$ cat src/hdl/gerge_pkg.sv
// Shared types and constants of the grid error metrics block.
package gerge_pkg;
    localparam int unsigned MaxRows    = 1024;
    localparam int unsigned MaxCols    = 1024;
    localparam int unsigned SampleBits = 20;
    localparam int unsigned FracBits   = 12;

    localparam int unsigned CfgIdxBits  = 2;
    localparam int unsigned CfgDataBits = 16;
    localparam logic [CfgIdxBits-1:0] CfgRowCount = 2'd0;
    localparam logic [CfgIdxBits-1:0] CfgColCount = 2'd1;
    localparam logic [CfgIdxBits-1:0] CfgInvDhSq  = 2'd2;
    localparam logic [CfgIdxBits-1:0] CfgFieldEn  = 2'd3;

    localparam int unsigned RmseBits   = 21;
    localparam int unsigned EnergyBits = 63;
    localparam int unsigned SqSumBits  = 61;

    typedef enum logic [2:0] {
        t_ST_STREAM,
        t_ST_DIVIDE,
        t_ST_SQRT,
        t_ST_SCALE,
        t_ST_OUTPUT
    } t_state;

    typedef struct packed {
        logic start_div;
        logic start_sqrt;
        logic start_scale;
        logic load_out;
        logic clear_frame;
    } t_cmd;

    typedef struct packed {
        logic frame_end;
        logic unit_done;
        logic draining;
    } t_status;
endpackage

$ cat src/hdl/gerge_ctrl.sv
// Frame controller state machine.
module gerge_ctrl (
    input  logic                i_clk,
    input  logic                i_rst_n,
    input  gerge_pkg::t_status  i_status,
    input  logic                i_out_ready,
    output gerge_pkg::t_cmd     o_cmd,
    output logic                o_in_ready,
    output logic                o_out_valid
);
    gerge_pkg::t_state r_state, n_state;

    always_ff @(posedge i_clk) begin
        if (!i_rst_n) begin
            r_state <= gerge_pkg::t_ST_STREAM;
        end else begin
            r_state <= n_state;
        end
    end

    always_comb begin
        n_state = r_state;
        case (r_state)
            gerge_pkg::t_ST_STREAM: if (i_status.frame_end) n_state = gerge_pkg::t_ST_DIVIDE;
            gerge_pkg::t_ST_DIVIDE: if (i_status.unit_done) n_state = gerge_pkg::t_ST_SQRT;
            gerge_pkg::t_ST_SQRT:   if (i_status.unit_done) n_state = gerge_pkg::t_ST_SCALE;
            gerge_pkg::t_ST_SCALE:  if (i_status.unit_done) n_state = gerge_pkg::t_ST_OUTPUT;
            gerge_pkg::t_ST_OUTPUT: if (i_out_ready) n_state = gerge_pkg::t_ST_STREAM;
            default: n_state = gerge_pkg::t_ST_STREAM;
        endcase
    end

    always_comb begin
        o_cmd       = '0;
        o_in_ready  = 1'b0;
        o_out_valid = 1'b0;
        case (r_state)
            gerge_pkg::t_ST_STREAM: begin
                // close the input once the last pair of the frame is in the pipeline
                o_in_ready        = !i_status.draining;
                o_cmd.start_div   = i_status.frame_end;
            end
            gerge_pkg::t_ST_DIVIDE: o_cmd.start_sqrt  = i_status.unit_done;
            gerge_pkg::t_ST_SQRT:   o_cmd.start_scale = i_status.unit_done;
            gerge_pkg::t_ST_SCALE: begin
                o_cmd.load_out    = i_status.unit_done;
                o_cmd.clear_frame = i_status.unit_done;
            end
            gerge_pkg::t_ST_OUTPUT: o_out_valid = 1'b1;
            default: o_in_ready = 1'b0;
        endcase
    end
endmodule

$ cat config.mk
export PLATFORM = sky130hd
export DESIGN_NAME = gerge_ctrl
export DESIGN_NICKNAME = d
export VERILOG_FILES = /design/src/hdl/gerge_pkg.sv /design/src/hdl/gerge_ctrl.sv
export SDC_FILE = /design/constraint.sdc
export NUM_CORES = 1
export LEC_CHECK = 0
export BUFFER_PORTS_ARGS = -buffer_cell sky130_fd_sc_hd__buf_2
export CAP_MARGIN = 5
export CORE_AREA = 2 2 39 41
export CTS_CLUSTER_SIZE = 20
export DETAILED_ROUTE_END_ITERATION = 16
export DIE_AREA = 0 0 41 43
export GPL_ROUTABILITY_DRIVEN = 0
export PLACE_DENSITY_LB_ADDON = 0.25
export SYNTH_ARGS = -nofsm -noshare
export SYNTH_HDL_FRONTEND = slang
export SYNTH_SLANG_ARGS = --single-unit
$ cat constraint.sdc
create_clock -name i_clk -period 1.14 [get_ports i_clk]
set_input_delay 0.057 -clock i_clk [delete_from_list [all_inputs] [get_ports i_clk]]
set_output_delay 0.057 -clock i_clk [all_outputs]
set_load 0.02 [all_outputs]
==> results of run 1 <==
==> stage by stage <==
step,instances,power [mW]
2_1_floorplan,23,0.199
3_3_place_gp,51,0.235
3_5_place_dp,51,0.235
4_1_cts,60,0.476
5_1_grt,62,0.512
6_report,62,0.482
==> final cells by class <==
cell class,count,area [sq um]
clock buffers,4,26.3
multi-input cells,17,170
fillers,145,928
well taps,16,20.0
flip-flops and latches,3,68.8
repair buffers,22,170
==> power by group through the flow <==
stage	Clock (mW)	Sequential (mW)	Combinational, mW
after global placement	0	0.140	0.0949
final	0.189	0.134	0.160
after detailed placement	0	0.139	0.0958
after global routing	0.203	0.137	0.172
after CTS	0.199	0.136	0.141
after floorplan	0	0.127	0.0718
==> critical path, stage by stage (launching register included) <==
cell     delay [ns]
dfxtp_4        0.39
nand2_4        0.08
nor3b_4        0.26
buf_6          0.15
==> cell families (layout without fill, tap and decap cells) <==
family          count (synthesis)  in the layout  synth area share
flops                           3              3             0.293
simple gates                   14             14             0.488
buf+inv                         3             26            0.0975
compound gates                  2              2            0.0793
xor+xnor                        1              1            0.0427
==> repair_timing <==
action                                  in CTS  in global routing
endpoints found under the setup margin       7                  8
setup buffers                                5                  2
gates resized for setup                     15                  4
pin swaps                                    4                  5
==> worst paths after layout <==
path | startpoint | slack [ns] | end | cells past startpoint
hold reg to reg | r_state[2]$_SDFFE_PN0P_ | 0.58 | r_state[1]$_SDFFE_PN0P_ | 2
setup / recovery | r_state[0]$_SDFFE_PN0P_ | -0.04 | o_cmd[0] | 3
hold / removal | i_rst_n | 0.05 | r_state[2]$_SDFFE_PN0P_ | 2
setup reg to reg | r_state[0]$_SDFFE_PN0P_ | 0.02 | r_state[1]$_SDFFE_PN0P_ | 5
==> cells in the mapped netlist, drive strengths merged <==
master / instances / area (sq um)
nor3b: 4 / 40.0
buf: 3 / 20.0
dfxtp: 3 / 60.1
nor3: 3 / 15.0
nand2: 2 / 10.0
nor2b: 2 / 12.5
a2111oi: 1 / 8.76
nand3b: 1 / 7.51
nor4: 1 / 6.26
nor4b: 1 / 8.76
o21a: 1 / 7.51
xor2: 1 / 8.76
==> metal layers <==
layer / vias to the layer above / global-route usage / wire length [um]
met1: 118 / 0.0990 / 223
met3: 2 / 0.0157 / 9
met4: 0 / 0.100 / 14
li1: 127 / - / -
met5: - / 0 / 0
met2: 5 / 0.131 / 340
==> placed cells by master (no fill, tap or decap) <==
cell       synthesis  routed
nand2_4            0       1
clkbuf_4           0       3
clkbuf_1           0       1
nor3b_4            0       2
buf_4              2       9
nor3b_1            2       2
buf_6              0       6
nor4b_4            0       1
xor2_1             1       1
dfxtp_2            0       1
a2111oi_2          0       1
o21a_1             1       1
nor4_2             0       1
nand3b_1           1       1
dfxtp_4            0       2
nor3_1             3       3
nand2_1            1       1
buf_2              1       7
nor2b_1            2       2
==> results.yml, run 1 <==
finish:
  fin_util: 0.329
  n_antenna_cell: 0
  largest_register: "r_state"
  drive_above_1_share: 0.739
  fin_area_sq_um: 455
  largest_registers: "r_state (3)"
  largest_register_ffs: 3
  nets: 53
  area_delta_synth_final_pct: 122
setup_path:
  worstPathArrival_ns: 1.12
  critPathCaptureType: "output port"
  worstPathRequired_ns: 1.08
  cp_max_fo: 6
  path_class: "reg -> out"
  cp-start-kind: "flop"
floorplanning:
  coreArea_sq_um: 1380
  die_y_um: 43
  io_pins: 13
  die-area_sq_um: 1760
  die_w_um: 41
  rows: 14
  start_util: 0.148
cts:
  cts_hold_buf: 0
  clock_latency_ns: 0.24
  cts-htree-levels: 1
  cts_buffers: 3
  clk_pin_slew_worst_paths_ns: 0.04
  cts_buffer_depth: 2
  cts.sinks: 3
  cts_tree: "yes"
  cts_root_buffer: "clkbuf_4"
sta:
  setup_ws_ns: -0.0407
  fmax_mhz: 847
  final.period_utilization: 1.04
  layout_min_cycle_time_ns: 1.18
  hold_viol: 0
  relSlewSlack: 0.816
  setup_viol: 3
  report.final.slew_viol_count: 0
  timing.setup.tns_ns: -0.109
  fin_skew_ns: 0.00677
  hold_ws_ns: 0.0527
  rsz0062_at_grt: "true"
  worstMarginPinSlew_ns: 0.275
synthesis:
  ys_seq_area_frac: 0.293
  syn_area_per_cell_sq_um: 8.92
  syn_area_sq_um: 205
  syn_nets: 29
  synth_seq_cells: 3
  yosys_warnings: 0
  synth_cell_types: 15
  synthCells: 23
power:
  swShare: 0.301
  seqPwrFrac: 0.277
  netSwitchingPower_mw: 0.145
  leakagePower_nw: 0.205
  comb_power_share: 0.331
  powerDensity_nw_per_um2: 1060
  intPower_mw: 0.337
  vdd_drop_max_mv: 0.244
  power_frac_clock: 0.392
drt:
  avgViaCountPerCell: 4.06
  ant_nets: 0
  first_pass_iters: 1
  drc_errors: 0
  drt_wl_total_um: 588
  vias: 252
  wl_per_cell_um: 9.48
  drtIter0Drc: 0
global_route:
  grt_usage: 0.0912
  grt_pass1_vias: 241
  antenna_found_initial: 0
  grt-ovfl-total: 0
  grt_pass1_wl_mm: 1.02
  grt_max_degree: 7
placement:
  post_dp_cell_area_sq_um: 314
  portBuffers: 12
  place_ws_ns: 0.0893
  dp_hpwl_um: 402
job:
  cap_violations: 0
outcome:
  violations: "setup timing"
  outcome: "complete, but fails checks"
worst_hold_path:
  hold_class: "in -> reg"
No activity file was read; power rests on OpenSTA's default activity.
==> inputs of run 2 (changes only) <==
Settings changed: SKIP_CTS_REPAIR_TIMING set to 1.
==> run 2 against run 1 <==
Effect of this change: the run still ends with setup timing left; die area is the same; wire length fell by 5.1%; sequential power about the same; final cell count down 4.8%; fmax is 0.93% lower.
==> results.yml, run 2 (same netlist as run 1, synthesis figures left out) <==
outcome:
  outcome: "complete, but fails checks"
  violations: "setup timing"
drt:
  avgViaCountPerCell: 4.15
  drt_wl_total_um: 558
  drtIter0Drc: 1
  wl_per_cell_um: 9.46
  first_pass_iters: 2
  drc_errors: 0
  ant_nets: 0
  vias: 245
worst_hold_path:
  hold_class: "in -> reg"
  holdPathEnd: "r_state[2]$_SDFFE_PN0P_"
  min_from: "i_rst_n"
  worstHoldPathCells: 2
setup_path:
  cp_max_fo: 7
  path_class: "reg -> out"
  rr_worst_depth: 3
  timing.rr.start: "r_state[1]$_SDFFE_PN0P_"
  worstPathArrival_ns: 1.13
  critPathCaptureType: "output port"
  cp-start-kind: "flop"
  r2r-end: "r_state[0]$_SDFFE_PN0P_"
  worstPathRequired_ns: 1.08
  regToRegSetupSlack_ns: 0.07
cts:
  cts.sinks: 3
  cts_tree: "yes"
  cts_buffers: 3
  cts-htree-levels: 1
  cts_buffer_depth: 2
  cts_root_buffer: "clkbuf_4"
  clk_pin_slew_worst_paths_ns: 0.04
  clock_latency_ns: 0.24
finish:
  largest_registers: "r_state (3)"
  drive_above_1_share: 0.698
  area_delta_synth_final_pct: 110
  fin_area_sq_um: 432
  n_antenna_cell: 0
  nets: 50
  largest_register_ffs: 3
  fill_cells: 152
  layout_common_cells: "buf_2, buf_4, buf_6"
  largest_register: "r_state"
global_route:
  grt_usage: 0.0753
  grt_pass1_wl_um: 828
  grt_max_degree: 9
  antenna_found_initial: 0
  use_met2: 0.100
  grt.busiest_layer: "met2"
  gr-usage-met3: 0.0157
  groute.layer.met1.usage: 0.0804
  grt_pass1_vias: 214
  grt-ovfl-total: 0
sta:
  report.final.slew_viol_count: 0
  worstMarginPinSlew_ns: 0.375
  layout_min_cycle_time_ns: 1.19
  fmax_mhz: 839
  hold_ws_ns: 0.0521
  hold_viol: 0
  final.period_utilization: 1.05
  setup_viol: 5
  relSlewSlack: 0.743
  timing.setup.tns_ns: -0.181
  rsz0062_at_grt: "true"
  setup_ws_ns: -0.0518
  fin_skew_ns: 0.00406
floorplanning:
  rows: 14
  die_w_um: 41
  coreArea_sq_um: 1380
  io_pins: 13
  start_util: 0.148
  die_y_um: 43
  die-area_sq_um: 1760
placement:
  dp_hpwl_um: 402
  place_ws_ns: 0.0893
  post_dp_cell_area_sq_um: 314
  portBuffers: 12
power:
  total_power_mw: 0.473
  vdd_drop_max_mv: 0.247
  leakagePower_nw: 0.191
  powerDensity_nw_per_um2: 1100
job:
  cap_violations: 0
==> run 2: worst max path at each step <==
stage | slack (ns) | end | start | cells after the start
after floorplan | 0.03 | o_cmd[1] | r_state[0]$_SDFFE_PN0P_ | 3
after global placement | 0.10 | r_state[0]$_SDFFE_PN0P_ | r_state[2]$_SDFFE_PN0P_ | 3
after detailed placement | 0.09 | o_cmd[4] | r_state[1]$_SDFFE_PN0P_ | 3
after CTS | -0.17 | o_cmd[4] | r_state[1]$_SDFFE_PN0P_ | 3
after global routing | -0.11 | o_cmd[0] | r_state[0]$_SDFFE_PN0P_ | 3
final | -0.05 | o_cmd[0] | r_state[0]$_SDFFE_PN0P_ | 3
==> run 2: area by class of cell <==
class                           count  area [sq um]  share of cell area
Clock buffer                        4          26.3              0.0609
Multi-Input combinational cell     17           173               0.400
Sequential cell                     3          68.8               0.159
Tap cell                           16          20.0              0.0464
Timing Repair Buffer               19           144               0.333
==> run 2: worst max-delay path: stages (launching register included) <==
cell and delay, ns:
dfxtp_4 0.41, nand2_4 0.08, nor3b_4 0.25, buf_6 0.16
==> run 2: metal layers <==
metal  part of all wire  routed length, um  vias up
li1                   -                  -      123
met2               0.56                315        5
met4              0.025                 14        0
met3              0.016                  9        2
met1               0.39                218      115
met5                  0                  0        -
==> run 2: through the flow <==
step	cells	util
2_1_floorplan	23	-
3_3_place_gp	51	0.227
5_1_grt	59	0.312
3_5_place_dp	51	0.227
4_1_cts	55	0.246
6_report	59	0.312
==> run 2: report_power, final <==
part | switching [mW] | internal, mW
registers | 0.0200 | 0.116
clock network | 0.0599 | 0.132
logic | 0.0648 | 0.0814
==> inputs of run 3 (changes only) <==
Settings changed: PLACE_DENSITY set to 0.38, PLACE_DENSITY_LB_ADDON 0.25 to unset.
==> run 3 against run 2 <==
Effect of this change: the run still ends with setup timing left; sequential cell count unchanged; cell area grew 0.29%; worst hold slack improved by 0.012 ns; sequential share of layout area grew 0.53 points; core utilization up 0.090 points; critical path type unchanged.
==> results.yml, run 3 (same netlist as run 1, synthesis figures left out) <==
drt:
  drt_wl_total_um: 605
  wl_per_cell_um: 10.3
  vias: 257
  drc_errors: 0
  drtIter0Drc: 2
  ant_nets: 0
  first_pass_iters: 3
  avgViaCountPerCell: 4.36
setup_path:
  cp-start-kind: "flop"
  cp_cell_sequence: "buf_6, nor3b_4, buf_6"
  r2r-end: "r_state[2]$_SDFFE_PN0P_"
  path_class: "reg -> out"
  critPathCaptureType: "output port"
  worstPathArrival_ns: 1.13
  regToRegSetupSlack_ns: 0.08
  rr_worst_depth: 4
  cp_max_fo: 5
  slowest_delay_ns: 0.35
  crit_path_top_delay_cell: "dfxtp_4"
  cp_common_cell: "buf_6"
  timing.rr.start: "r_state[2]$_SDFFE_PN0P_"
  worstPathRequired_ns: 1.08
sta:
  fmax_mhz: 845
  hold_ws_ns: 0.0638
  timing.setup.tns_ns: -0.146
  relSlewSlack: 0.730
  setup_ws_ns: -0.0440
  hold_viol: 0
  setup_viol: 5
  rsz0062_at_grt: "true"
  final.period_utilization: 1.04
  worstMarginPinSlew_ns: 0.394
  fin_skew_ns: 0.00359
  layout_min_cycle_time_ns: 1.18
  report.final.slew_viol_count: 0
worst_hold_path:
  hold_class: "in -> reg"
  min_from: "i_rst_n"
  holdPathEnd: "r_state[2]$_SDFFE_PN0P_"
  worstHoldPathCells: 2
floorplanning:
  die-area_sq_um: 1760
  die_y_um: 43
  coreArea_sq_um: 1380
  start_util: 0.148
  rows: 14
  io_pins: 13
  die_w_um: 41
power:
  power_frac_clock: 0.420
  comb_power_share: 0.290
  leakagePower_nw: 0.191
  intPower_mw: 0.322
  swShare: 0.311
  vdd_drop_max_mv: 0.264
  netSwitchingPower_mw: 0.146
  seqPwrFrac: 0.290
  powerDensity_nw_per_um2: 1080
finish:
  largest_register_ffs: 3
  drive_above_1_share: 0.698
  layout_common_cells: "buf_2, buf_6, buf_4"
  n_antenna_cell: 0
  area_delta_synth_final_pct: 111
  fin_area_sq_um: 433
  nets: 50
  largest_register: "r_state"
  largest_registers: "r_state (3)"
cts:
  cts-htree-levels: 1
  clk_pin_slew_worst_paths_ns: 0.04
  clock_latency_ns: 0.24
  cts_root_buffer: "clkbuf_4"
  cts.sinks: 3
  cts_buffers: 3
  cts_buffer_depth: 2
  cts_tree: "yes"
global_route:
  grt_pass1_vias: 220
  grt.busiest_layer: "met4"
  grt_usage: 0.0873
  grt_pass1_wl_um: 917
  antenna_found_initial: 0
  groute.layer.met1.usage: 0.0833
  grt-ovfl-total: 0
  use_met2: 0.116
  gr-usage-met3: 0.0157
  grt_max_degree: 9
outcome:
  outcome: "complete, but fails checks"
  violations: "setup timing"
placement:
  post_dp_cell_area_sq_um: 314
  portBuffers: 12
  dp_hpwl_um: 446
job:
  cap_violations: 0
==> run 3: worst max path at each step <==
stage / slack (ns) / to / startpoint
after floorplan: 0.03 / o_cmd[1] / r_state[0]$_SDFFE_PN0P_
after global placement: 0.11 / o_cmd[0] / r_state[1]$_SDFFE_PN0P_
after detailed placement: 0.05 / r_state[0]$_SDFFE_PN0P_ / r_state[2]$_SDFFE_PN0P_
after CTS: -0.16 / o_cmd[1] / r_state[0]$_SDFFE_PN0P_
after global routing: -0.13 / o_cmd[0] / r_state[2]$_SDFFE_PN0P_
final: -0.04 / o_cmd[0] / r_state[2]$_SDFFE_PN0P_
==> run 3: worst max-delay path, delay by kind of cell, from the launching register on <==
kind                   cells  cell delay (ns)
and+or+nand+nor            1             0.25
DFF                        1             0.35
buffers and inverters      2             0.28
==> run 3: through the flow <==
step / utilization / total power [mW] / cells / setup slack [ns]
floorplan: - / 0.199 / 23 / 0.0347
global placement: 0.227 / 0.233 / 51 / 0.107
detailed placement: 0.227 / 0.235 / 51 / 0.0528
CTS: 0.246 / 0.438 / 55 / -0.160
global route: 0.313 / 0.495 / 59 / -0.130
finish: 0.313 / 0.468 / 59 / -0.0440
==> run 3: per-layer routing <==
metal	up-vias	share of wire
met1	124	0.38
met2	8	0.54
met3	3	0.038
met5	-	0
li1	122	-
met4	0	0.046
==> run 3: cell type report <==
cell class / instances / area (sq um)
fillers: 150 / 951
multi-input cells: 17 / 164
repair buffers: 19 / 151
flip-flops and latches: 3 / 71.3
clock buffers: 4 / 26.3
well taps: 16 / 20.0
==> run 3: power groups by stage <==
stage	Clock [mW]	Combinational [mW]	Sequential, mW
after global routing	0.211	0.145	0.138
after global placement	0	0.0945	0.139
after detailed placement	0	0.0951	0.139
final	0.196	0.136	0.136
after CTS	0.204	0.0956	0.138
after floorplan	0	0.0718	0.127
